===== src/rtl/assert_macros.svh =====
// Assertion macros shared by the name validator modules.
// Each macro takes a label, a clock, an active-low reset and the property terms.
`ifndef ASSERT_MACROS_SVH
`define ASSERT_MACROS_SVH

// The consequent must hold in the same cycle as the antecedent.
`define ASSERT_SAME(label, clk, rstn, ante, cons) \
    label: assert property (@(posedge clk) disable iff (!rstn) (ante) |-> (cons)) \
        else $error("assertion failed: label");

// The consequent must hold in the cycle after the antecedent.
`define ASSERT_NEXT(label, clk, rstn, ante, cons) \
    label: assert property (@(posedge clk) disable iff (!rstn) (ante) |=> (cons)) \
        else $error("assertion failed: label");

`endif


===== src/rtl/dnv_pkg.sv =====
// Package for the name validator: name kinds, character codes and item types.
// No dependencies; used by every module of the block.
`default_nettype none

package dnv_pkg;

    localparam int unsigned MAX_NAME_LEN_DEF = 255;

    typedef enum logic [1:0] {
        KIND_BUS       = 2'd0,
        KIND_NAMESPACE = 2'd1,
        KIND_INTERFACE = 2'd2,
        KIND_MEMBER    = 2'd3
    } kind_t;

    localparam logic [7:0] CHAR_COLON = 8'h3A;
    localparam logic [7:0] CHAR_DOT   = 8'h2E;
    localparam logic [7:0] CHAR_UNDER = 8'h5F;
    localparam logic [7:0] CHAR_DASH  = 8'h2D;

    typedef struct packed {
        logic [1:0] mode;
        logic [7:0] char_byte;
        logic       has_char;
        logic       last;
    } item_t;

    typedef struct packed {
        logic is_alpha;
        logic is_digit;
        logic is_colon;
        logic is_dot;
        logic is_under;
        logic is_dash;
    } char_class_t;

endpackage

`default_nettype wire


===== src/rtl/dnv_char_class.sv =====
// Character classifier: sorts one byte into the classes the naming rules use.
// Depends on dnv_pkg for the character codes and the class struct.
`default_nettype none

module dnv_char_class (
    input  wire logic [7:0]          char_byte,
    output dnv_pkg::char_class_t     char_class
);

    always_comb begin
        char_class.is_alpha = ((char_byte >= 8'h61) && (char_byte <= 8'h7A)) ||
                              ((char_byte >= 8'h41) && (char_byte <= 8'h5A));
        char_class.is_digit = (char_byte >= 8'h30) && (char_byte <= 8'h39);
        char_class.is_colon = (char_byte == dnv_pkg::CHAR_COLON);
        char_class.is_dot   = (char_byte == dnv_pkg::CHAR_DOT);
        char_class.is_under = (char_byte == dnv_pkg::CHAR_UNDER);
        char_class.is_dash  = (char_byte == dnv_pkg::CHAR_DASH);
    end

endmodule

`default_nettype wire


===== src/rtl/dnv_core.sv =====
// Per-string state of the name validator and the verdict for the final character.
// Depends on dnv_pkg, dnv_char_class and assert_macros.svh.
`default_nettype none
`include "assert_macros.svh"

module dnv_core #(
    parameter int unsigned MAX_NAME_LEN = dnv_pkg::MAX_NAME_LEN_DEF,
    localparam int unsigned CNT_W       = $clog2(MAX_NAME_LEN + 2)
) (
    input  wire logic           aclk,
    input  wire logic           aresetn,
    input  wire logic           item_go,
    input  wire dnv_pkg::item_t item,
    output logic                verdict
);

    localparam logic [CNT_W-1:0] LEN_LIMIT = CNT_W'(MAX_NAME_LEN);

    dnv_pkg::char_class_t cls;
    dnv_pkg::kind_t       kind_held_reg, kind_held_next, kind;
    logic [CNT_W-1:0]     count_reg, count_next, count_upd;
    logic                 after_dot_reg, after_dot_next, after_dot_upd;
    logic                 seen_dot_reg, seen_dot_next, seen_dot_upd;
    logic                 unique_reg, unique_next, unique_upd;
    logic                 failed_reg, failed_next, failed_upd;
    logic                 at_start_reg, at_start_next;
    logic                 bus_like, char_ok, need_dot;

    dnv_char_class u_class (
        .char_byte  (item.char_byte),
        .char_class (cls)
    );

    always_comb begin
        kind      = at_start_reg ? dnv_pkg::kind_t'(item.mode) : kind_held_reg;
        bus_like  = (kind == dnv_pkg::KIND_BUS) || (kind == dnv_pkg::KIND_NAMESPACE);
        count_upd     = count_reg;
        after_dot_upd = after_dot_reg;
        seen_dot_upd  = seen_dot_reg;
        unique_upd    = unique_reg;
        failed_upd    = failed_reg;
        char_ok = cls.is_alpha || cls.is_under ||
                  (cls.is_digit && (!after_dot_reg || (bus_like && unique_reg))) ||
                  (bus_like && cls.is_dash);

        if (item.has_char) begin
            if (count_reg <= LEN_LIMIT) begin
                count_upd = count_reg + CNT_W'(1);
            end
            if (bus_like && (count_reg == '0) && cls.is_colon) begin
                unique_upd = 1'b1;
            end else if (cls.is_dot) begin
                if ((kind == dnv_pkg::KIND_MEMBER) || after_dot_reg) begin
                    failed_upd = 1'b1;
                end
                seen_dot_upd  = 1'b1;
                after_dot_upd = 1'b1;
            end else if (char_ok) begin
                after_dot_upd = 1'b0;
            end else begin
                failed_upd = 1'b1;
            end
        end

        need_dot = (kind == dnv_pkg::KIND_BUS) || (kind == dnv_pkg::KIND_INTERFACE);
        verdict  = !failed_upd && (count_upd <= LEN_LIMIT) && !after_dot_upd &&
                   (!need_dot || seen_dot_upd);

        if (item.last) begin
            kind_held_next = dnv_pkg::KIND_BUS;
            count_next     = '0;
            after_dot_next = 1'b1;
            seen_dot_next  = 1'b0;
            unique_next    = 1'b0;
            failed_next    = 1'b0;
            at_start_next  = 1'b1;
        end else begin
            kind_held_next = kind;
            count_next     = count_upd;
            after_dot_next = after_dot_upd;
            seen_dot_next  = seen_dot_upd;
            unique_next    = unique_upd;
            failed_next    = failed_upd;
            at_start_next  = 1'b0;
        end
    end

    always_ff @(posedge aclk) begin
        if (!aresetn) begin
            kind_held_reg <= dnv_pkg::KIND_BUS;
            count_reg     <= '0;
            after_dot_reg <= 1'b1;
            seen_dot_reg  <= 1'b0;
            unique_reg    <= 1'b0;
            failed_reg    <= 1'b0;
            at_start_reg  <= 1'b1;
        end else if (item_go) begin
            kind_held_reg <= kind_held_next;
            count_reg     <= count_next;
            after_dot_reg <= after_dot_next;
            seen_dot_reg  <= seen_dot_next;
            unique_reg    <= unique_next;
            failed_reg    <= failed_next;
            at_start_reg  <= at_start_next;
        end
    end

    `ASSERT_SAME(a_count_bound, aclk, aresetn, 1'b1, count_reg <= LEN_LIMIT + CNT_W'(1))
    `ASSERT_NEXT(a_last_restarts, aclk, aresetn, item_go && item.last, at_start_reg)
    `ASSERT_SAME(a_start_clean, aclk, aresetn, at_start_reg,
                 (count_reg == '0) && !failed_reg && !unique_reg && !seen_dot_reg)

endmodule

`default_nettype wire


===== src/rtl/dbus_name_validator.sv =====
// Channel  | Dir | Fields (lowest bit first)
// s_axis   | in  | tdata: char_byte[7:0]; tuser: mode[1:0], has_char[2]; tlast: last
// m_axis   | out | tdata: is_valid[0], zeros above
//
// One transaction is accepted every cycle, unless one marked last waits in the input
// register while m_axis is stalled; the per-string state in dnv_core is a feedback loop.
// m_axis_tvalid rises at the clock edge after the one that accepts the transaction
// marked last, unless an earlier verdict is still held on m_axis.
// Reset is synchronous on aresetn; there is no clearing pass.
// A stalled m_axis holds the verdict; the input register then keeps accepting
// transactions that carry no end mark.
//
// Top level of the name validator: input register, state core and result register.
// Depends on dnv_pkg, dnv_core and assert_macros.svh.
`default_nettype none
`include "assert_macros.svh"

module dbus_name_validator #(
    parameter int unsigned MAX_NAME_LEN = dnv_pkg::MAX_NAME_LEN_DEF
) (
    input  wire logic       aclk,
    input  wire logic       aresetn,
    input  wire logic       s_axis_tvalid,
    output logic            s_axis_tready,
    input  wire logic [7:0] s_axis_tdata,   // char_byte[7:0]
    input  wire logic [2:0] s_axis_tuser,   // mode[1:0], has_char[2]
    input  wire logic       s_axis_tlast,
    output logic            m_axis_tvalid,
    input  wire logic       m_axis_tready,
    output logic [7:0]      m_axis_tdata    // is_valid[0], zeros [7:1]
);

    dnv_pkg::item_t in_item_reg, in_item_next;
    logic           in_valid_reg, in_valid_next;
    logic           out_valid_reg, out_valid_next;
    logic           out_bit_reg;
    logic           out_free, consume, verdict;

    assign out_free      = !out_valid_reg || m_axis_tready;
    assign consume       = in_valid_reg && (!in_item_reg.last || out_free);
    assign s_axis_tready = !in_valid_reg || consume;

    always_comb begin
        in_item_next.mode      = s_axis_tuser[1:0];
        in_item_next.char_byte = s_axis_tdata;
        in_item_next.has_char  = s_axis_tuser[2];
        in_item_next.last      = s_axis_tlast;
        in_valid_next  = s_axis_tready ? s_axis_tvalid : in_valid_reg;
        out_valid_next = out_free ? (consume && in_item_reg.last) : out_valid_reg;
    end

    dnv_core #(
        .MAX_NAME_LEN (MAX_NAME_LEN)
    ) u_core (
        .aclk    (aclk),
        .aresetn (aresetn),
        .item_go (consume),
        .item    (in_item_reg),
        .verdict (verdict)
    );

    always_ff @(posedge aclk) begin
        if (!aresetn) begin
            in_valid_reg  <= 1'b0;
            out_valid_reg <= 1'b0;
        end else begin
            in_valid_reg  <= in_valid_next;
            out_valid_reg <= out_valid_next;
        end
    end

    always_ff @(posedge aclk) begin
        if (s_axis_tready) begin
            in_item_reg <= in_item_next;
        end
        if (consume && in_item_reg.last) begin
            out_bit_reg <= verdict;
        end
    end

    assign m_axis_tvalid = out_valid_reg;
    assign m_axis_tdata  = {7'b0, out_bit_reg};

    `ASSERT_NEXT(a_last_gives_result, aclk, aresetn, consume && in_item_reg.last,
                 out_valid_reg)
    `ASSERT_NEXT(a_held_item_kept, aclk, aresetn, in_valid_reg && !consume,
                 in_valid_reg && $stable(in_item_reg))
    `ASSERT_SAME(a_result_from_last, aclk, aresetn, $rose(out_valid_reg),
                 $past(consume && in_item_reg.last))

endmodule

`default_nettype wire


===== config.mk =====
export PLATFORM = sky130hd
export DESIGN_NAME = dbus_name_validator
export DESIGN_NICKNAME = d
export VERILOG_FILES = /design/src/rtl/dnv_pkg.sv /design/src/rtl/dnv_char_class.sv /design/src/rtl/dnv_core.sv /design/src/rtl/dbus_name_validator.sv
export VERILOG_INCLUDE_DIRS = /design/src /design/src/rtl
export SDC_FILE = /design/constraint.sdc
export NUM_CORES = 1
export LEC_CHECK = 0
export BUFFER_PORTS_ARGS = -buffer_cell sky130_fd_sc_hd__buf_2
export CAP_MARGIN = 20
export CORE_MARGIN = 2
export CORE_UTILIZATION = 60
export CTS_BUF_LIST = sky130_fd_sc_hd__clkbuf_8
export CTS_CLUSTER_DIAMETER = 60
export CTS_CLUSTER_SIZE = 28
export DETAILED_ROUTE_END_ITERATION = 12
export PLACE_DENSITY = 0.89
export SYNTH_ARGS = -nofsm -noshare
export SYNTH_HDL_FRONTEND = slang
export SYNTH_HIERARCHICAL = 1
export SYNTH_SLANG_ARGS = --single-unit

===== constraint.sdc =====
create_clock -name aclk -period 3.2 [get_ports aclk]
set_input_delay 0.16 -clock aclk [delete_from_list [all_inputs] [get_ports aclk]]
set_output_delay 0.16 -clock aclk [all_outputs]
set_load 0.02 [all_outputs]

==> results of run 1 <==
[cell families after synthesis]
group                      after synthesis
xor gates and xnor gates                 3
AOI/OAI and AO/OA                       33
and+or+nand+nor                         67
other                                    1
muxes                                    2
adders and majority gates                2
DFF                                     31
buffers and inverters                   17
[critical path: cells and delay by family (launching register included)]
kind               cells  cell delay (ns)
AOI/OAI and AO/OA      1             0.27
DFF                    1             0.41
and+or+nand+nor        7             1.32
[report_power, final]
group / switching [mW] / internal (mW) / total, mW / leakage (nW)
clock: 0.143 / 0.146 / 0.289 / 0.0468
combinational: 0.0348 / 0.0256 / 0.0604 / 0.317
sequential: 0.0145 / 0.426 / 0.440 / 0.283
[per-layer routing]
layer | share of wire (%) | wire length [microns] | global-route usage, % | vias up
li1 | - | - | - | 598
met1 | 43 | 1260 | 26.3 | 599
met2 | 50 | 1490 | 36.9 | 39
met3 | 5.3 | 157 | 9.02 | 7
met4 | 1.9 | 55 | 10.8 | 0
met5 | 0 | 0 | 0 | -
[worst max path at each step]
stage | end | slack [ns]
finish | out_bit_reg | 0.96
global route | out_bit_reg | 0.84
CTS | out_bit_reg | 0.98
detailed placement | out_bit_reg | 0.99
global placement | out_bit_reg | 1.12
floorplan | u_core/count_reg[8] | 1.15
[placed cells by master, fill, tap and decap left out, types with 3 or more instances in the layout]
| cell | Yosys | routed |
|---|---|---|
| dfxtp_1 | 18 | 18 |
| buf_2 | 1 | 18 |
| nor2_1 | 14 | 14 |
| edfxtp_1 | 13 | 13 |
| nand2_1 | 12 | 12 |
| nor3_1 | 10 | 10 |
| o21ai_0 | 9 | 9 |
| inv_1 | 6 | 7 |
| conb_1 | 1 | 7 |
| a21oi_1 | 7 | 7 |
| clkbuf_8 | 0 | 5 |
| a21boi_0 | 4 | 4 |
| nand2b_1 | 3 | 3 |
| nand3_1 | 3 | 3 |
| or3_1 | 3 | 3 |
| xor2_1 | 3 | 3 |
| nor2b_1 | 3 | 3 |
[area by class of cell]
| cell class | count | area (sq um) |
|---|---|---|
| Fill cell | 192 | 758 |
| Sequential cell | 31 | 751 |
| Multi-Input combinational cell | 114 | 699 |
| Timing Repair Buffer | 20 | 105 |
| Clock buffer | 5 | 68.8 |
| Tap cell | 30 | 37.5 |
| Inverter | 6 | 22.5 |
| Clock inverter | 3 | 12.5 |
==> results.toml, run 1 <==
[outcome]
status = "finished clean"

[global_route]
antenna_found_initial = 0
grt_pass1_wl_mm = 4.62
gr-total-overflow = 0
grt_pass1_vias = 1092
grt_use_total_pct = 22.8
grt_max_degree = 14

[routing]
route.detailed.wl_per_inst_microns = 14.1
drtIter0Drc = 37
num_vias = 1243
firstDrtPassIters = 4
viasPerCell = 5.95
ant_nets = 0
drt_wl_total_mm = 2.96
drc_errors = 0

[synth]
syn_area_sq_mm = 0.00153
synth_warnings = 6
synth_edf_count = 13
ys_types = 48
synth.most_common_cell = "dfxtp_1"
yosys.area.top_type_share_pct = 25.5
ys_seq_elements = 31
synth_mux_area_share_pct = 1.64
synth_top_family_by_area = "simple AND/OR/NAND/NOR gates"
synth_adder_area_share_pct = 1.64
netlist_instances = 156
synth_top_area_cell = "edfxtp_1"
synth_compound_area_share_pct = 13.7
synth_area_per_cell_sq_um = 9.81
yosysSeqAreaShare_pct = 49.1
synth_xor_area_share_pct = 1.72
synth_common_cells = "dfxtp_1 (18), nor2_1 (14), edfxtp_1 (13)"
synth-simple-area-share_pct = 25.3
synth.area.top_cells = "edfxtp_1 (26%), dfxtp_1 (24%), buf_4 (3.9%), nor2_1 (3.4%), nor3_1 (3.3%)"
synth-main-ff-cell = "dfxtp_1"
synthArstFlopShare_pct = 0

[worst_setup_path]
rr_endpoint = "out_bit_reg"
r2r-start = "in_item_reg[8]"
worstSetupPathType = "flop to flop"
worst-endpoint-required_ns = 3.24
cp_cell_sequence = "nor3b_2, nand2_1, nor4_2, and2_0, nand4_2, and3_4, o31a_1, and3_1"
critPathSlowestCell = "edfxtp_1"
r2r_cells = 8
critPathLaunch = "in_item_reg[8]"
critPathMaxStageDelay_ns = 0.41
critPathMaxFanout = 4
start_kind = "flop"
rrSetupSlack_ns = 0.96
critPathArrivalTime_ns = 2.28
critPathCaptureType = "flop"

[power]
power_leakage_nw = 0.647
p_per_area_mw_per_mm2 = 465
peakVddDrop_v = 0.000479
totalPowerFinal_uw = 790

[floorplan]
die_h_microns = 54.5
initial_utilization_pct = 62.3
row_count = 18
core_area_sq_mm = 0.00245
die_x_microns = 54.5
dieArea_sq_mm = 0.00297
io_pins = 26

[timing]
min_period_ns = 2.24
period_share_pct = 70.0
finalSetupTns_ns = 0
hold_slack_ns = 0.0494
layout_setup_ws_ns = 0.961
max_freq_ghz = 0.447
slew_violations = 0
fin_skew_ns = 0.00538
setup_violations = 0
rsz0062_at_grt = "false"
finalHoldViolCount = 0

[finish]
stdcell_area_sq_mm = 0.00170
antenna_cells = 0
stdcell_count = 209
syn_to_final_growth_pct = 10.9
finish.utilization_pct = 69.1
nets = 196
final_layout_size_suffix_gt1_share_pct = 20.1
largest_reg_flops = 12

[cts]
cts_hold_buffers = 0
cts_resized = 0
cts_buffers = 5
post_cts_buffers = 0
cts_sinks = 31
clockRootBuffer = "clkbuf_8"
path_clk_slew_ns = 0.06
clk_path_buf_depth = 2
cts_tree = "yes"
insertion_delay_ns = 0.28
htree_num_levels = 2

[place]
pre_cts_slack_ns = 0.987
dpl-instance-area_sq_mm = 0.00162
portBuffers = 18
routabilityCongestion = 0.877
placed_cells = 201
dp_hpwl_mm = 2.13

[run]
cap_violations = 0

[min_path]
worstHoldPathType = "input port to flop"
whs_path_depth = 1
worst_hold_path.endpoint = "in_item_reg[5]"
min_from = "s_axis_tdata[3]"
No activity file was read; power rests on OpenSTA's default activity.
==> run 2, diff against run 1 <==
CORE_UTILIZATION = 57   (was 60)
PLACE_DENSITY = 0.86   (was 0.89)
clock period = 2.3 ns   (was 3.2 ns; I/O delays follow)
==> run 2 against run 1 <==
  * Core utilization is 3.0 points higher
  * Sequential share of layout area is 2.6 points lower
  * Register-to-register slack worse by 0.88 ns
  * Via count is 2.2% higher
  * Non-clock buffer count is 8 higher
  * Maximum frequency is 0.76% higher
  * Critical path type unchanged
  * Critical endpoint unchanged
  * Largest power group unchanged
==> results.toml, run 2 (synthesis gave the netlist of run 1 again) <==
[finish]
final_cell_mix = "dfxtp_1 (18), buf_2 (18), nor2_1 (14), edfxtp_1 (13), nand2_1 (12)"
multi_input_area_sq_um = 699
final_layout_size_suffix_gt1_share_pct = 19.8
fill_cells = 180
finish.utilization_pct = 72.1
register_area_sq_um = 751
syn_to_final_growth_pct = 17.8
nets = 204
stdcell_area_sq_mm = 0.00180
largest_reg_flops = 12
antenna_cells = 0

[worst_setup_path]
critPathArrivalTime_ns = 2.26
worstSetupPathType = "flop to flop"
start_kind = "flop"
critPathSlowestCell = "edfxtp_1"
cp_cell_sequence = "nor3b_2, nand2_1, nor4_2, and2_0, nand4_2, and3_4, o31a_1, and3_1"
worst-endpoint-required_ns = 2.34
critPathMaxFanout = 4
critPathCaptureType = "flop"
critPathMaxStageDelay_ns = 0.41

[power]
power_leakage_nw = 0.689
peakVddDrop_v = 0.000668
p_per_area_mw_per_mm2 = 678

[timing]
period_share_pct = 96.6
finalSetupTns_ns = 0
slew_violations = 0
finalHoldViolCount = 0
fin_skew_ns = 0.00533
rsz0062_at_grt = "false"
setup_violations = 0
max_freq_ghz = 0.450
min_period_ns = 2.22
hold_slack_ns = 0.00517

[routing]
drc_errors = 0
ant_nets = 0
firstDrtPassIters = 4
num_vias = 1270
route.detailed.wl_per_inst_microns = 14.2
viasPerCell = 5.85
drtIter0Drc = 44
drt_wl_total_mm = 3.09

[cts]
clockRootBuffer = "clkbuf_8"
cts_tree = "yes"
insertion_delay_ns = 0.29
clk_path_buf_depth = 2
cts_sinks = 31
cts_resized = 0
cts_buffers = 5
path_clk_slew_ns = 0.06
htree_num_levels = 2

[floorplan]
die_x_microns = 55.8
initial_utilization_pct = 61.2
dieArea_sq_mm = 0.00312
core_area_sq_mm = 0.00250
io_pins = 26
die_h_microns = 55.8
row_count = 18

[global_route]
grt_max_degree = 14
grt_pass1_vias = 1164
grt_use_total_pct = 21.1
antenna_found_initial = 0
grt_pass1_wl_mm = 5.06
gr-total-overflow = 0

[place]
portBuffers = 18
routabilityCongestion = 0.895
dp_hpwl_mm = 2.19
dpl-instance-area_sq_mm = 0.00162

[run]
cap_violations = 0

[min_path]
worstHoldPathType = "input port to flop"

[outcome]
status = "finished clean"
-- run 2: final timing paths --
path                                   startpoint                end  slack [ns]  depth (start not counted)
worst max-delay path               in_item_reg[8]        out_bit_reg        0.08                          8
worst max register to register     in_item_reg[8]        out_bit_reg        0.08                          8
worst min register to register  u_core/unique_reg  u_core/unique_reg        0.49                          2
worst min-delay path              s_axis_tdata[7]     in_item_reg[9]       0.005                          1
-- run 2: stage by stage --
| stage | std cells | setup WS (ns) | total power [mW] |
|---|---|---|---|
| 2_1_floorplan | 162 | 0.249 | 0.686 |
| 3_3_place_gp | 201 | 0.215 | 0.701 |
| 3_5_place_dp | 201 | 0.109 | 0.706 |
| 4_1_cts | 215 | 0.128 | 1.22 |
| 5_1_grt | 217 | 0.0147 | 1.26 |
| 6_report | 217 | 0.0784 | 1.22 |
-- run 2: final cells by class --
cell class | count | share of cell area, %
sequential | 31 | 41.6
clock buffer | 5 | 3.82
timing repair buffer | 28 | 10.3
inverter | 6 | 1.25
tap | 30 | 2.08
multi-input combinational | 114 | 38.8
clock inverter | 3 | 2.15
-- run 2: critical path: cells and delay by family, from the launching register on --
| family | cells | cell delay [ns] |
|---|---|---|
| simple gates | 7 | 1.30 |
| flops | 1 | 0.41 |
| compound gates | 1 | 0.27 |
-- run 2: where the power goes --
group | total [mW] | internal (mW) | leakage [nW] | switching (mW)
logic | 0.0937 | 0.0444 | 0.350 | 0.0493
registers | 0.613 | 0.592 | 0.283 | 0.0206
clock network | 0.515 | 0.317 | 0.0556 | 0.199
-- run 2: per-layer routing --
layer,global-route usage [%],wire length (microns)
met1,27.1,1330
met3,4.88,211
met2,32.8,1490
met5,0,0
met4,11.9,51
-- run 2: what timing repair did --
item,CTS,global route
buffers inserted,0,0
setup endpoints to repair,0,1
hold buffers,6,2
endpoints found under the hold margin,6,2
==> run 3, diff against run 2 <==
CORE_UTILIZATION = 55   (was 57)
CTS_BUF_LIST = sky130_fd_sc_hd__clkbuf_16   (was sky130_fd_sc_hd__clkbuf_8)
PLACE_DENSITY = 0.83   (was 0.86)
==> run 3 against run 2 <==
  * Critical path depth unchanged
  * Non-clock buffer count decreased by 7
  * Global-route usage increased by 0.49 points
  * Register-to-register slack improved by 0.06 ns
  * Die area increased by 3.4%
  * Design area decreased by 2.2%
  * Worst setup slack improved by 0.064 ns
  * Maximum frequency increased by 3.0%
  * Count of clock-buffer cells in the layout unchanged
  * First-iteration DRC count increased by 18%
  * Largest cell class unchanged
  * Sequential power about the same
  * Total power increased by 7.0%
==> results.toml, run 3 (synthesis gave the netlist of run 1 again) <==
[place]
portBuffers = 18
dpl-instance-area_sq_mm = 0.00162
routabilityCongestion = 0.876
dp_hpwl_mm = 2.20
placed_cells = 202

[timing]
finalSetupTns_ns = 0
slew_violations = 0
setup_violations = 0
rsz0062_at_grt = "false"
min_period_ns = 2.16
period_share_pct = 93.8
finalHoldViolCount = 0
fin_skew_ns = 0.00569
max_freq_ghz = 0.463

[power]
pwr-share-clk_pct = 46.6
comb_power_share_pct = 6.4
switching_power_uw = 287
p_per_area_mw_per_mm2 = 741
peakVddDrop_v = 0.000716
totalPowerFinal_mw = 1.31
power.internal_mw = 1.02
swShare_pct = 22.0
seqPwrFrac_pct = 47.0
power_leakage_nw = 0.670

[min_path]
worstHoldPathType = "input port to flop"
min_from = "s_axis_tdata[1]"

[finish]
stdcell_area_sq_mm = 0.00176
final_cell_mix = "dfxtp_1 (18), buf_2 (18), nor2_1 (14), edfxtp_1 (13), nand2_1 (12)"
largest_reg_flops = 12
nets = 197
multi_input_area_sq_um = 699
register_area_sq_um = 751
final_layout_size_suffix_gt1_share_pct = 20.6
fill_cells = 220
antenna_cells = 0
syn_to_final_growth_pct = 15.3
stdcell_count = 211

[floorplan]
initial_utilization_pct = 56.5
dieArea_sq_mm = 0.00322
core_area_sq_mm = 0.00271
die_x_microns = 56.7
io_pins = 26
row_count = 19
die_h_microns = 56.7

[global_route]
antenna_found_initial = 0
grt_max_degree = 14
grt_use_total_pct = 21.6
grt_pass1_wl_mm = 5.24
grt_pass1_vias = 1231
gr-total-overflow = 0

[routing]
drtIter0Drc = 52
drc_errors = 0
firstDrtPassIters = 4
num_vias = 1273
drt_wl_total_mm = 3.18
ant_nets = 0
viasPerCell = 6.03
route.detailed.wl_per_inst_microns = 15.1

[cts]
cts_hold_buffers = 0
cts_tree = "yes"
path_clk_slew_ns = 0.05
cts_buffers = 5
cts_sinks = 31
insertion_delay_ns = 0.27
clk_path_buf_depth = 2
clockRootBuffer = "clkbuf_16"
htree_num_levels = 2

[worst_setup_path]
critPathArrivalTime_ns = 2.19
critPathSlowestCell = "edfxtp_1"
cp_top_family = "simple AND/OR/NAND/NOR gates"
start_kind = "flop"
worstSetupPathType = "flop to flop"
path_buf_inv = 0
crit_cells = 8
rr_endpoint = "out_bit_reg"
critPathMaxFanout = 4
critPathMaxStageDelay_ns = 0.40
r2r-start = "in_item_reg[9]"
worst-endpoint-required_ns = 2.33
cp_cell_sequence = "nor3b_2, nand2_1, nor4_2, and2_1, nand4_2, and3_4, o31a_1, and3_1"
crit_end = "out_bit_reg"
critPathCaptureType = "flop"
rrSetupSlack_ns = 0.14
critPathLaunch = "in_item_reg[9]"
r2r_cells = 8

[outcome]
status = "finished clean"

[run]
cap_violations = 0
## run 3: cell count changes in the layout (fill, tap and decap cells not counted), sizes merged
cell,before,now
dlygate4sd3,8,0
clkinvlp,0,1
bufinv,1,0
buf,20,21
## run 3: worst min path at each step
stage	to	slack, ns	depth (start not counted)
2_1_floorplan	in_item_reg[0]	0.21	0
3_3_place_gp	in_item_reg[3]	0.29	1
3_5_place_dp	in_item_reg[3]	0.29	1
4_1_cts	in_item_reg[3]	0.009	1
5_1_grt	in_item_reg[10]	0.01	1
6_report	in_item_reg[3]	0.02	1
## run 3: area by class of cell
class	instances	area share, %
repair buffers	21	6.38
flip-flops and latches	31	42.6
inverters	6	1.28
multi-input cells	114	39.6
clock buffers	5	7.09
well taps	31	2.20
clock inverters	3	0.851
## run 3: what timing repair did
action                     4_1_cts  5_1_grt
setup endpoints to repair        0        1
gates resized for setup          0        1
setup buffers                    0        1
## run 3: stage by stage
step                util [%]  hold slack, ns  setup slack (ns)
floorplan                  -           0.214             0.249
global placement        59.6           0.291             0.219
detailed placement      59.6           0.294             0.164
CTS                     64.8         0.00902            0.0652
global route            65.1         0.00989           0.00721
finish                  65.1          0.0159             0.142
## run 3: power by group through the flow
| stage | Clock, mW | Sequential, mW | Combinational [mW] |
|---|---|---|---|
| 2_1_floorplan | 0 | 0.618 | 0.0681 |
| 3_3_place_gp | 0 | 0.622 | 0.0783 |
| 3_5_place_dp | 0 | 0.624 | 0.0814 |
| 4_1_cts | 0.618 | 0.614 | 0.0825 |
| 5_1_grt | 0.641 | 0.618 | 0.0911 |
| 6_report | 0.609 | 0.615 | 0.0840 |
## run 3: metal layers
layer / vias up / global-route usage [%] / routed length [microns]
met3: 10 / 7.60 / 212
li1: 602 / - / -
met4: 0 / 13.3 / 87
met5: - / 0 / 0
met2: 53 / 35.4 / 1580
met1: 608 / 23.8 / 1300
